## src/sv/bbal_pkg.sv

```systemverilog
// Shared types and constants for the bitmap block allocator.
// Holds the request and response beat formats, codes and the word-scan result.
// Depends on nothing; every other file of the block refers to it by scoped names.
package bbal_pkg;

	// Map organization.
	localparam int WORD_BITS      = 32;
	localparam int WORD_SH        = 5;
	localparam int NUM_BLOCKS_DEF = 1024;
	localparam int MAX_RUN        = 64;

	// Field widths.
	localparam int TYPE_W  = 2;
	localparam int START_W = 10;
	localparam int LEN_W   = 7;
	localparam int CFG_W   = 11;
	localparam int GRANT_W = 10;
	localparam int LIM_W   = WORD_SH + 1;

	localparam logic [CFG_W-1:0] CFG_RESET = 11'd1024;

	// Request kinds; the fourth code is rejected.
	typedef enum logic [TYPE_W-1:0] {
		REQ_ALLOC   = 2'd0,
		REQ_FREE    = 2'd1,
		REQ_RESERVE = 2'd2
	} req_kind_t;

	// Response status codes.
	typedef enum logic [1:0] {
		ST_OK      = 2'd0,
		ST_NO_ROOM = 2'd1,
		ST_BAD     = 2'd2
	} status_t;

	typedef struct packed {
		logic [TYPE_W-1:0]  req_type;
		logic [START_W-1:0] start_block;
		logic [LEN_W-1:0]   run_length;
	} req_t;

	typedef struct packed {
		status_t            status;
		logic [GRANT_W-1:0] granted_block;
		logic [CFG_W-1:0]   used_blocks;
		logic [CFG_W-1:0]   free_blocks;
	} rsp_t;

	// Outcome of searching one map word for a free run.
	typedef struct packed {
		logic               found;
		logic [WORD_SH-1:0] pos;
		logic [LEN_W-1:0]   run_next;
	} scan_res_t;

endpackage

```

## src/sv/bitmap_block_allocator_unit.sv

```systemverilog
// Bitmap block allocator: one map bit per block and a used-block count. After reset the
// map is cleared one word per cycle (NUM_BLOCKS/32 words, 32 by default) before the first
// request is taken. A request occupies the block until its response is registered; a
// rejected request goes straight to the result state; an allocate searches map words (up
// to NUM_BLOCKS/32), then, if a run fits, passes the grant state, a map read and an update
// for each word the run touches (up to 3 for a 64-block run); a free or reserve does the
// map read and updates without a search. The single map read port delivers one 32-bit
// word per cycle and is shared by the word search and the read-modify-write logic.
// A finished response waits in its output register while the next request is accepted.
// Depends on bbal_pkg, bbal_map_ram and bbal_run_scan.
module bitmap_block_allocator_unit #(
	parameter int NUM_BLOCKS = bbal_pkg::NUM_BLOCKS_DEF
) (
	input  logic                        clk,
	input  logic                        arst_n,
	input  logic                        req_valid,
	output logic                        req_stall,
	input  bbal_pkg::req_t              req,
	output logic                        rsp_valid,
	input  logic                        rsp_stall,
	output bbal_pkg::rsp_t              rsp,
	input  logic                        cfg_valid,
	output logic                        cfg_ready,
	input  logic [bbal_pkg::CFG_W-1:0]  cfg_data
);

	localparam int NB        = bbal_pkg::WORD_BITS;
	localparam int SH        = bbal_pkg::WORD_SH;
	localparam int MAP_WORDS = (NUM_BLOCKS + NB - 1) / NB;
	localparam int WORD_W    = (MAP_WORDS > 1) ? $clog2(MAP_WORDS) : 1;
	localparam int CNT_W     = ($clog2(NUM_BLOCKS + 1) > bbal_pkg::CFG_W) ?
	                           $clog2(NUM_BLOCKS + 1) : bbal_pkg::CFG_W;
	localparam int IDX_W     = CNT_W + 1;
	localparam int PC_W      = SH + 1;

	typedef enum logic [2:0] {
		S_CLEAR,
		S_IDLE,
		S_SCAN,
		S_GRANT,
		S_MARK_RD,
		S_MARK,
		S_RESULT
	} state_t;

	state_t                          state_q;
	logic [WORD_W-1:0]               word_q;
	logic [WORD_W-1:0]               last_word_q;
	logic [CNT_W-1:0]                rem_q;
	logic [bbal_pkg::LEN_W-1:0]      run_q;
	logic [bbal_pkg::LEN_W-1:0]      len_q;
	logic [IDX_W-1:0]                start_q;
	logic [IDX_W-1:0]                end_q;
	logic                            set_q;
	bbal_pkg::status_t               status_q;
	logic [bbal_pkg::GRANT_W-1:0]    granted_q;
	logic [CNT_W-1:0]                used_q;
	logic [bbal_pkg::CFG_W-1:0]      cfg_q;
	bbal_pkg::rsp_t                  rsp_q;
	logic                            rsp_valid_q;

	logic [CNT_W-1:0]                blocks_eff;
	logic [IDX_W-1:0]                req_start;
	logic [IDX_W-1:0]                req_end;
	logic [IDX_W-1:0]                req_last;
	logic                            req_bad;
	logic                            range_bad;
	logic [bbal_pkg::LIM_W-1:0]      limit;
	bbal_pkg::scan_res_t             scan_res;
	logic [IDX_W-1:0]                scan_end;
	logic [IDX_W-1:0]                grant_start;
	logic [NB-1:0]                   rd_data;
	logic [WORD_W-1:0]               rd_addr;
	logic                            wr_en;
	logic [WORD_W-1:0]               wr_addr;
	logic [NB-1:0]                   wr_data;
	logic [NB-1:0]                   mark_mask;
	logic [NB-1:0]                   chg;
	logic [NB-1:0]                   new_word;
	logic [1:0]                      pc1 [0:15];
	logic [2:0]                      pc2 [0:7];
	logic [3:0]                      pc3 [0:3];
	logic [4:0]                      pc4 [0:1];
	logic [PC_W-1:0]                 chg_cnt;
	logic [CNT_W-1:0]                used_next;
	logic [CNT_W-1:0]                free_cnt;

	assign req_stall = (state_q != S_IDLE);
	assign rsp_valid = rsp_valid_q;
	assign rsp       = rsp_q;
	assign cfg_ready = 1'b1;

	// Effective block count is the register clipped to the map size.
	assign blocks_eff = (CNT_W'(cfg_q) > CNT_W'(NUM_BLOCKS)) ? CNT_W'(NUM_BLOCKS) :
	                    CNT_W'(cfg_q);

	// Request checks for the incoming beat.
	always_comb begin
		req_start = IDX_W'(req.start_block);
		req_end   = req_start + IDX_W'(req.run_length);
		req_last  = req_end - IDX_W'(1);
		req_bad   = (req.req_type != bbal_pkg::REQ_ALLOC &&
		             req.req_type != bbal_pkg::REQ_FREE &&
		             req.req_type != bbal_pkg::REQ_RESERVE) ||
		            (req.run_length == '0) ||
		            (int'(req.run_length) > bbal_pkg::MAX_RUN);
		range_bad = (req_end > IDX_W'(blocks_eff));
	end

	// Word search for allocation.
	assign limit = (rem_q >= CNT_W'(NB)) ? bbal_pkg::LIM_W'(NB) :
	               rem_q[bbal_pkg::LIM_W-1:0];

	bbal_run_scan u_scan (
		.map_word (rd_data),
		.limit    (limit),
		.run_in   (run_q),
		.run_len  (len_q),
		.res      (scan_res)
	);

	assign scan_end    = IDX_W'({word_q, scan_res.pos}) + IDX_W'(1);
	assign grant_start = end_q - IDX_W'(len_q);

	// Run mask and changed bits for the word under read-modify-write.
	always_comb begin
		for (int j = 0; j < NB; j++) begin
			mark_mask[j] = (IDX_W'({word_q, SH'(j)}) >= start_q) &&
			               (IDX_W'({word_q, SH'(j)}) < end_q);
		end
		chg      = mark_mask & (set_q ? ~rd_data : rd_data);
		new_word = set_q ? (rd_data | mark_mask) : (rd_data & ~mark_mask);
	end

	// Population count of the changed bits as an adder tree.
	always_comb begin
		for (int j = 0; j < 16; j++) begin
			pc1[j] = 2'(chg[2*j]) + 2'(chg[2*j+1]);
		end
		for (int j = 0; j < 8; j++) begin
			pc2[j] = 3'(pc1[2*j]) + 3'(pc1[2*j+1]);
		end
		for (int j = 0; j < 4; j++) begin
			pc3[j] = 4'(pc2[2*j]) + 4'(pc2[2*j+1]);
		end
		for (int j = 0; j < 2; j++) begin
			pc4[j] = 5'(pc3[2*j]) + 5'(pc3[2*j+1]);
		end
		chg_cnt = PC_W'(pc4[0]) + PC_W'(pc4[1]);
	end

	// Used count after this word; a decrement floors at zero.
	always_comb begin
		if (set_q) begin
			used_next = used_q + CNT_W'(chg_cnt);
		end else if (used_q > CNT_W'(chg_cnt)) begin
			used_next = used_q - CNT_W'(chg_cnt);
		end else begin
			used_next = '0;
		end
	end

	assign free_cnt = (blocks_eff > used_q) ? (blocks_eff - used_q) : '0;

	// Map port control: clearing pass, search reads and run updates.
	always_comb begin
		wr_en   = 1'b0;
		wr_addr = word_q;
		wr_data = new_word;
		unique case (state_q)
			S_CLEAR: begin
				wr_en   = 1'b1;
				wr_data = '0;
				rd_addr = word_q;
			end
			S_IDLE:    rd_addr = '0;
			S_SCAN:    rd_addr = word_q + WORD_W'(1);
			S_MARK_RD: rd_addr = word_q;
			S_MARK: begin
				wr_en   = 1'b1;
				rd_addr = word_q + WORD_W'(1);
			end
			default:   rd_addr = word_q;
		endcase
	end

	bbal_map_ram #(
		.DEPTH (MAP_WORDS),
		.AW    (WORD_W)
	) u_map (
		.clk     (clk),
		.wr_en   (wr_en),
		.wr_addr (wr_addr),
		.wr_data (wr_data),
		.rd_addr (rd_addr),
		.rd_data (rd_data)
	);

	// Sequencer, counters and the response register.
	always_ff @(posedge clk or negedge arst_n) begin
		if (!arst_n) begin
			state_q     <= S_CLEAR;
			word_q      <= '0;
			last_word_q <= '0;
			rem_q       <= '0;
			run_q       <= '0;
			len_q       <= '0;
			start_q     <= '0;
			end_q       <= '0;
			set_q       <= 1'b0;
			status_q    <= bbal_pkg::ST_OK;
			granted_q   <= '0;
			used_q      <= '0;
			cfg_q       <= bbal_pkg::CFG_RESET;
			rsp_q       <= '0;
			rsp_valid_q <= 1'b0;
		end else begin
			if (cfg_valid && cfg_ready) begin
				cfg_q <= cfg_data;
			end
			// A new response loads when the output register is free or being taken.
			if (state_q == S_RESULT && (!rsp_valid_q || !rsp_stall)) begin
				rsp_valid_q <= 1'b1;
			end else if (rsp_valid_q && !rsp_stall) begin
				rsp_valid_q <= 1'b0;
			end
			unique case (state_q)
				S_CLEAR: begin
					if (word_q == WORD_W'(MAP_WORDS - 1)) begin
						word_q  <= '0;
						state_q <= S_IDLE;
					end else begin
						word_q <= word_q + WORD_W'(1);
					end
				end
				S_IDLE: begin
					if (req_valid) begin
						granted_q <= '0;
						len_q     <= req.run_length;
						run_q     <= '0;
						rem_q     <= blocks_eff;
						if (req_bad) begin
							status_q <= bbal_pkg::ST_BAD;
							word_q   <= '0;
							state_q  <= S_RESULT;
						end else if (req.req_type == bbal_pkg::REQ_ALLOC) begin
							status_q <= bbal_pkg::ST_OK;
							word_q   <= '0;
							state_q  <= S_SCAN;
						end else if (range_bad) begin
							status_q <= bbal_pkg::ST_BAD;
							word_q   <= '0;
							state_q  <= S_RESULT;
						end else begin
							status_q    <= bbal_pkg::ST_OK;
							start_q     <= req_start;
							end_q       <= req_end;
							set_q       <= (req.req_type == bbal_pkg::REQ_RESERVE);
							word_q      <= req_start[SH +: WORD_W];
							last_word_q <= req_last[SH +: WORD_W];
							state_q     <= S_MARK_RD;
						end
					end
				end
				S_SCAN: begin
					if (scan_res.found) begin
						end_q       <= scan_end;
						last_word_q <= word_q;
						state_q     <= S_GRANT;
					end else if (rem_q <= CNT_W'(NB)) begin
						status_q <= bbal_pkg::ST_NO_ROOM;
						state_q  <= S_RESULT;
					end else begin
						word_q <= word_q + WORD_W'(1);
						rem_q  <= rem_q - CNT_W'(NB);
						run_q  <= scan_res.run_next;
					end
				end
				S_GRANT: begin
					start_q   <= grant_start;
					word_q    <= grant_start[SH +: WORD_W];
					granted_q <= grant_start[bbal_pkg::GRANT_W-1:0];
					set_q     <= 1'b1;
					state_q   <= S_MARK_RD;
				end
				S_MARK_RD: begin
					state_q <= S_MARK;
				end
				S_MARK: begin
					used_q <= used_next;
					if (word_q == last_word_q) begin
						state_q <= S_RESULT;
					end else begin
						word_q <= word_q + WORD_W'(1);
					end
				end
				S_RESULT: begin
					if (!rsp_valid_q || !rsp_stall) begin
						rsp_q.status        <= status_q;
						rsp_q.granted_block <= (status_q == bbal_pkg::ST_OK) ? granted_q : '0;
						rsp_q.used_blocks   <= used_q[bbal_pkg::CFG_W-1:0];
						rsp_q.free_blocks   <= free_cnt[bbal_pkg::CFG_W-1:0];
						state_q             <= S_IDLE;
					end
				end
				default: begin
					state_q <= S_IDLE;
				end
			endcase
		end
	end

endmodule

```

## src/sv/bbal_map_ram.sv

```systemverilog
// Usage map storage: one 32-bit word per row, one write port and one read port.
// Read data is registered. Uses bbal_pkg for the word width and default depth.
module bbal_map_ram #(
	parameter int DEPTH = bbal_pkg::NUM_BLOCKS_DEF / bbal_pkg::WORD_BITS,
	parameter int AW    = 5
) (
	input  logic                           clk,
	input  logic                           wr_en,
	input  logic [AW-1:0]                  wr_addr,
	input  logic [bbal_pkg::WORD_BITS-1:0] wr_data,
	input  logic [AW-1:0]                  rd_addr,
	output logic [bbal_pkg::WORD_BITS-1:0] rd_data
);

	logic [bbal_pkg::WORD_BITS-1:0] mem [0:DEPTH-1];

	// Synchronous write and registered read.
	always_ff @(posedge clk) begin
		if (wr_en) begin
			mem[wr_addr] <= wr_data;
		end
		rd_data <= mem[rd_addr];
	end

endmodule

```

## src/sv/bbal_run_scan.sv

```systemverilog
// Searches one map word for the lowest position where a free run reaches the
// requested length, continuing a run carried in from lower words. Uses bbal_pkg.
module bbal_run_scan (
	input  logic [bbal_pkg::WORD_BITS-1:0] map_word,
	input  logic [bbal_pkg::LIM_W-1:0]     limit,
	input  logic [bbal_pkg::LEN_W-1:0]     run_in,
	input  logic [bbal_pkg::LEN_W-1:0]     run_len,
	output bbal_pkg::scan_res_t            res
);

	localparam int NB = bbal_pkg::WORD_BITS;
	localparam int LV = bbal_pkg::WORD_SH;
	localparam int RW = bbal_pkg::LEN_W + 1;

	logic [NB-1:0]                used;
	logic [bbal_pkg::LIM_W-1:0]   lvl [0:LV][0:NB-1];
	logic [RW-1:0]                rl;
	logic [NB-1:0]                hit;
	logic [bbal_pkg::LIM_W-1:0]   top;

	// Bits at or above the managed limit count as used.
	always_comb begin
		for (int j = 0; j < NB; j++) begin
			used[j] = map_word[j] | (bbal_pkg::LIM_W'(j) >= limit);
		end
	end

	// Prefix search: for each position, one plus the nearest used bit at or below it.
	always_comb begin
		for (int j = 0; j < NB; j++) begin
			lvl[0][j] = used[j] ? bbal_pkg::LIM_W'(j + 1) : '0;
		end
		for (int k = 0; k < LV; k++) begin
			for (int j = 0; j < NB; j++) begin
				if (j >= (1 << k) && lvl[k][j] == '0) begin
					lvl[k+1][j] = lvl[k][j - (1 << k)];
				end else begin
					lvl[k+1][j] = lvl[k][j];
				end
			end
		end
	end

	// Run length ending at each position and the lowest position that fits.
	always_comb begin
		rl  = '0;
		hit = '0;
		for (int j = 0; j < NB; j++) begin
			if (lvl[LV][j] == '0) begin
				rl = RW'(run_in) + RW'(j + 1);
			end else begin
				rl = RW'(j + 1) - RW'(lvl[LV][j]);
			end
			hit[j] = (rl >= RW'(run_len));
		end
	end

	// Priority pick and the free run that leaves the top of the word.
	always_comb begin
		res.found = |hit;
		res.pos   = '0;
		for (int j = NB - 1; j >= 0; j--) begin
			if (hit[j]) begin
				res.pos = bbal_pkg::WORD_SH'(j);
			end
		end
		top = lvl[LV][NB-1];
		if (top == '0) begin
			res.run_next = bbal_pkg::LEN_W'(RW'(run_in) + RW'(NB));
		end else begin
			res.run_next = bbal_pkg::LEN_W'(bbal_pkg::LIM_W'(NB) - top);
		end
	end

endmodule
```

## config.mk

```make
export PLATFORM = sky130hd
export DESIGN_NAME = bitmap_block_allocator_unit
export DESIGN_NICKNAME = d
export VERILOG_FILES = /design/src/sv/bbal_pkg.sv /design/src/sv/bitmap_block_allocator_unit.sv /design/src/sv/bbal_map_ram.sv /design/src/sv/bbal_run_scan.sv
export SDC_FILE = /design/constraint.sdc
export NUM_CORES = 2
export LEC_CHECK = 0
export ABC_AREA = 1
export ABC_CLOCK_PERIOD_IN_PS = 11670
export BUFFER_PORTS_ARGS = -buffer_cell sky130_fd_sc_hd__buf_2
export CAP_MARGIN = 10
export CORE_MARGIN = 5
export CORE_UTILIZATION = 52
export DETAILED_ROUTE_END_ITERATION = 6
export HOLD_SLACK_MARGIN = 0.08
export PLACE_DENSITY = 0.64
export SYNTH_ARGS = -nofsm -noshare
export SYNTH_HDL_FRONTEND = slang
export SYNTH_SLANG_ARGS = --single-unit
```

## constraint.sdc

```tcl
create_clock -name clk -period 11.67 [get_ports clk]
set_clock_uncertainty 0.1 [all_clocks]
set_input_delay 2.334 -clock clk [delete_from_list [all_inputs] [get_ports clk]]
set_output_delay 2.334 -clock clk [all_outputs]
set_load 0.02 [all_outputs]
```

==> results.sh <==
export IMPL_clock_path_buffers=3
export IMPL_cts_tree="built"
export IMPL_cts_root_buffer="clkbuf_16"
export IMPL_synth_compound_area_frac=0.1758
export IMPL_drc=0
export IMPL_gp_congestion=0.9931
export IMPL_numCtsBuffers=120
export IMPL_die_h_um=363.1
export IMPL_clk_pin_slew_worst_paths_ns=0.06
export IMPL_io_pins=72
export IMPL_yosys_warnings=0
export IMPL_clk_latency_ns=0.77
export IMPL_initial_core_util=0.5237
export IMPL_timing_final_crit_share=0.8626
export IMPL_drv_slew=0
export IMPL_drtIter0Drc=6098
export IMPL_diodes=0
export IMPL_synth_edff_count=1024
export IMPL_port_buffers=70
export IMPL_hold_slack_ns=0.3793
export IMPL_dpl_hpwl_um=135800
export IMPL_synth_area_per_cell_sq_um=9.766
export IMPL_grt_first_pass_wirelength_um=321000
export IMPL_antenna_found_initial=5
export IMPL_cpMostUsedCell="inv_1"
export IMPL_hold_buffers=0
export IMPL_status="finished, final reports clean"
export IMPL_synth_xor_area_share=0.01513
export IMPL_worst_ep_arrival_time_ns=10.63
export IMPL_setup_tns_final_ns=0
export IMPL_clock_sinks=1187
export IMPL_die_area_sq_mm=0.1318
export IMPL_ys_seq_area_frac=0.5347
export IMPL_fmax_ghz=0.09934
export IMPL_yosys_register_bits=1187
export IMPL_yosys_area_share_simple=0.1382
export IMPL_cpPeakStageDelay_ns=0.63
export IMPL_routed_via_count=51952
export IMPL_syn_area_sq_mm=0.06483
export IMPL_cts_max_level=3
export IMPL_critPathCaptureType="flip-flop"
export IMPL_wl_um=217700
export IMPL_fin_crit_ns=10.07
export IMPL_nets=7066
export IMPL_hold_class="reg -> reg"
export IMPL_syn2layout_area_growth_pct=10.03
export IMPL_cts_resized=0
export IMPL_ys_flop_type="edfxtp_1"
export IMPL_post_cts_buffers=0
export IMPL_drive_gt1_frac=0.09281
export IMPL_cap_violations=0
export IMPL_async_reset_ff_frac=0.1104
export IMPL_rsz0062_at_grt="false"
export IMPL_path_max_fanout=11
export IMPL_synth_cells=6639
export IMPL_drt_first_pass_iters=6
export IMPL_worst_pin_slew_ns=1.174
export IMPL_setup_viol=0
export IMPL_crit_type="reg -> reg"
export IMPL_die_w_um=363.1
export IMPL_synthesis_nets=7061
export IMPL_critical_path_slowest_cell="dfrtp_1"
export IMPL_slew_headroom=0.2088
export IMPL_rows=129
export IMPL_finalHoldViolCount=0
export IMPL_worstSetupStartpointType="flip-flop"
export IMPL_grt_ovfl_total=0
export IMPL_grt_start_max_net_pins=189
export IMPL_grt_pass1_vias=48842
export IMPL_wl_per_cell_um=25.98
export IMPL_core_area_sq_mm=0.1238
export IMPL_ant_nets=0
export IMPL_yosys_area_share_adder=0.07804
export IMPL_yosys_mux_area_fraction=0.0003281
export IMPL_synth_top_family_by_area="compound AO/OA/AOI/OAI gates"
export IMPL_vias_per_cell=6.198
export IMPL_worstPathRequired_ns=12.23
export IMPL_synth_cell_types=83
export IMPL_grtUsageTotal=0.3230
-- layout by cell type, fill, tap and decap left out, types with 14 or more instances in the layout --
| cell type | count |
|---|---|
| nand2_1 | 689 |
| a21oi_2 | 27 |
| xnor2_1 | 14 |
| a31oi_1 | 52 |
| xor2_1 | 98 |
| dfrtp_1 | 129 |
| edfxtp_1 | 1024 |
| o21ai_1 | 23 |
| o31ai_1 | 19 |
| clkinv_1 | 29 |
| nor2_4 | 46 |
| a21boi_0 | 46 |
| o22ai_1 | 69 |
| a311oi_1 | 34 |
| o21ai_0 | 925 |
| fa_1 | 29 |
| nor2_1 | 952 |
| o221ai_1 | 210 |
| buf_4 | 102 |
| o211ai_1 | 41 |
| o21bai_1 | 48 |
| inv_2 | 38 |
| clkbuf_16 | 121 |
| nand3_1 | 185 |
| ha_1 | 358 |
| clkbuf_8 | 17 |
| nor2_2 | 33 |
| dfxtp_1 | 32 |
| inv_1 | 623 |
| nand4_1 | 42 |
| o211a_1 | 25 |
| buf_2 | 69 |
| clkbuf_1 | 31 |
| nand2_2 | 35 |
| a21oi_1 | 229 |
| o21a_1 | 42 |
| clkinv_2 | 22 |
| nor3_1 | 32 |
| nand3_2 | 14 |
-- final cells by class --
| type | count | area, sq um |
|---|---|---|
| clock inverters | 54 | 475.5 |
| fillers | 10714 | 52460 |
| clock buffers | 169 | 3378 |
| well taps | 1637 | 2048 |
| multi-input cells | 4475 | 26880 |
| inverters | 678 | 2575 |
| flip-flops and latches | 1187 | 34670 |
| repair buffers | 182 | 1313 |
-- per-stage QoR --
step	instance area (sq um)	instances	util	setup WS (ns)
2_1_floorplan	64830	6639	-	3.624
3_3_place_gp	67450	8157	0.5448	1.703
6_report	71340	8382	0.5763	1.603
4_1_cts	71300	8380	0.5760	1.704
3_5_place_dp	67450	8157	0.5448	1.711
5_1_grt	71340	8382	0.5763	0.9884
-- critical path, delay by kind of cell (launching register included) --
| kind | cells | cell delay (ns) |
|---|---|---|
| fa+ha+maj | 9 | 3.85 |
| compound gates | 9 | 2.40 |
| simple gates | 8 | 1.47 |
| buf+inv | 11 | 1.15 |
| flops | 1 | 0.63 |
| xor+xnor | 2 | 0.36 |
-- synthesized netlist by cell type, drive strengths merged (13+ instances only) --
library cell | instances | area share
o21bai | 50 | 0.0060
inv | 665 | 0.039
a311oi | 34 | 0.0046
o211ai | 42 | 0.0051
dfrtp | 130 | 0.050
edfxtp | 1024 | 0.47
fa | 29 | 0.0090
o22ai | 69 | 0.0067
o31ai | 19 | 0.0022
nand2 | 727 | 0.044
clkinv | 13 | 0.00085
o221ai | 210 | 0.028
a21boi | 49 | 0.0057
a31oi | 52 | 0.0050
a21oi | 269 | 0.021
o21a | 42 | 0.0049
clkbuf | 275 | 0.016
buf | 24 | 0.0023
or2 | 13 | 0.0013
xor2 | 98 | 0.013
dfxtp | 32 | 0.0099
xnor2 | 14 | 0.0019
ha | 358 | 0.069
o21ai | 961 | 0.075
nor3 | 38 | 0.0034
a22oi | 13 | 0.0015
o211a | 25 | 0.0039
nand4 | 46 | 0.0048
nor2 | 1034 | 0.064
nand3 | 203 | 0.018
-- worst paths after layout --
kind                                       start                endpoint  slack (ns)  depth (start not counted)
max                        word_q[4]$_DFFE_PN0P_  used_q[10]$_DFFE_PN0P_        1.60                         39
min                          rsp[14]$_DFFE_PN0P_     rsp[14]$_DFFE_PN0P_        0.38                          2
max reg2reg                word_q[4]$_DFFE_PN0P_  used_q[10]$_DFFE_PN0P_        1.60                         39
min reg2reg                  rsp[14]$_DFFE_PN0P_     rsp[14]$_DFFE_PN0P_        0.38                          2
max in group asynchronous                 arst_n    run_q[6]$_DFFE_PN0P_        8.66                          2
min in group asynchronous                 arst_n    cfg_q[2]$_DFFE_PN0P_        1.53                          1
-- routing by layer --
metal	wire, um	vias to the layer above	track usage
met1	89880	25476	0.4508
met2	100100	2442	0.5191
met3	18850	437	0.04804
li1	-	23597	-
met5	0	-	0
met4	8948	0	0.1162
-- cell families after synthesis --
kind of cell	count (synthesis)
multiplexers	2
other	1
adder cells (fa/ha/maj)	387
AO/OA/AOI/OAI	1880
buffers and inverters	977
XOR/XNOR	112
flip-flops	1187
AND/OR/NAND/NOR	2093
-- flip-flops by register name, summed over array words and instances, names as in the netlist, 2 cells and up --
name / count
rsp: 34
granted_q: 10
len_q: 7
cfg_q: 11
status_q: 2
used_q: 11
state_q: 3
start_q: 12
u_map.rd_data: 32
end_q: 11
last_word_q: 5
u_map.mem: 1024
word_q: 5
run_q: 7
rem_q: 11
Power is left out: the tool's default activity adds up to more than one toggle a clock period on the data nets, which glitch-free logic cannot reach.
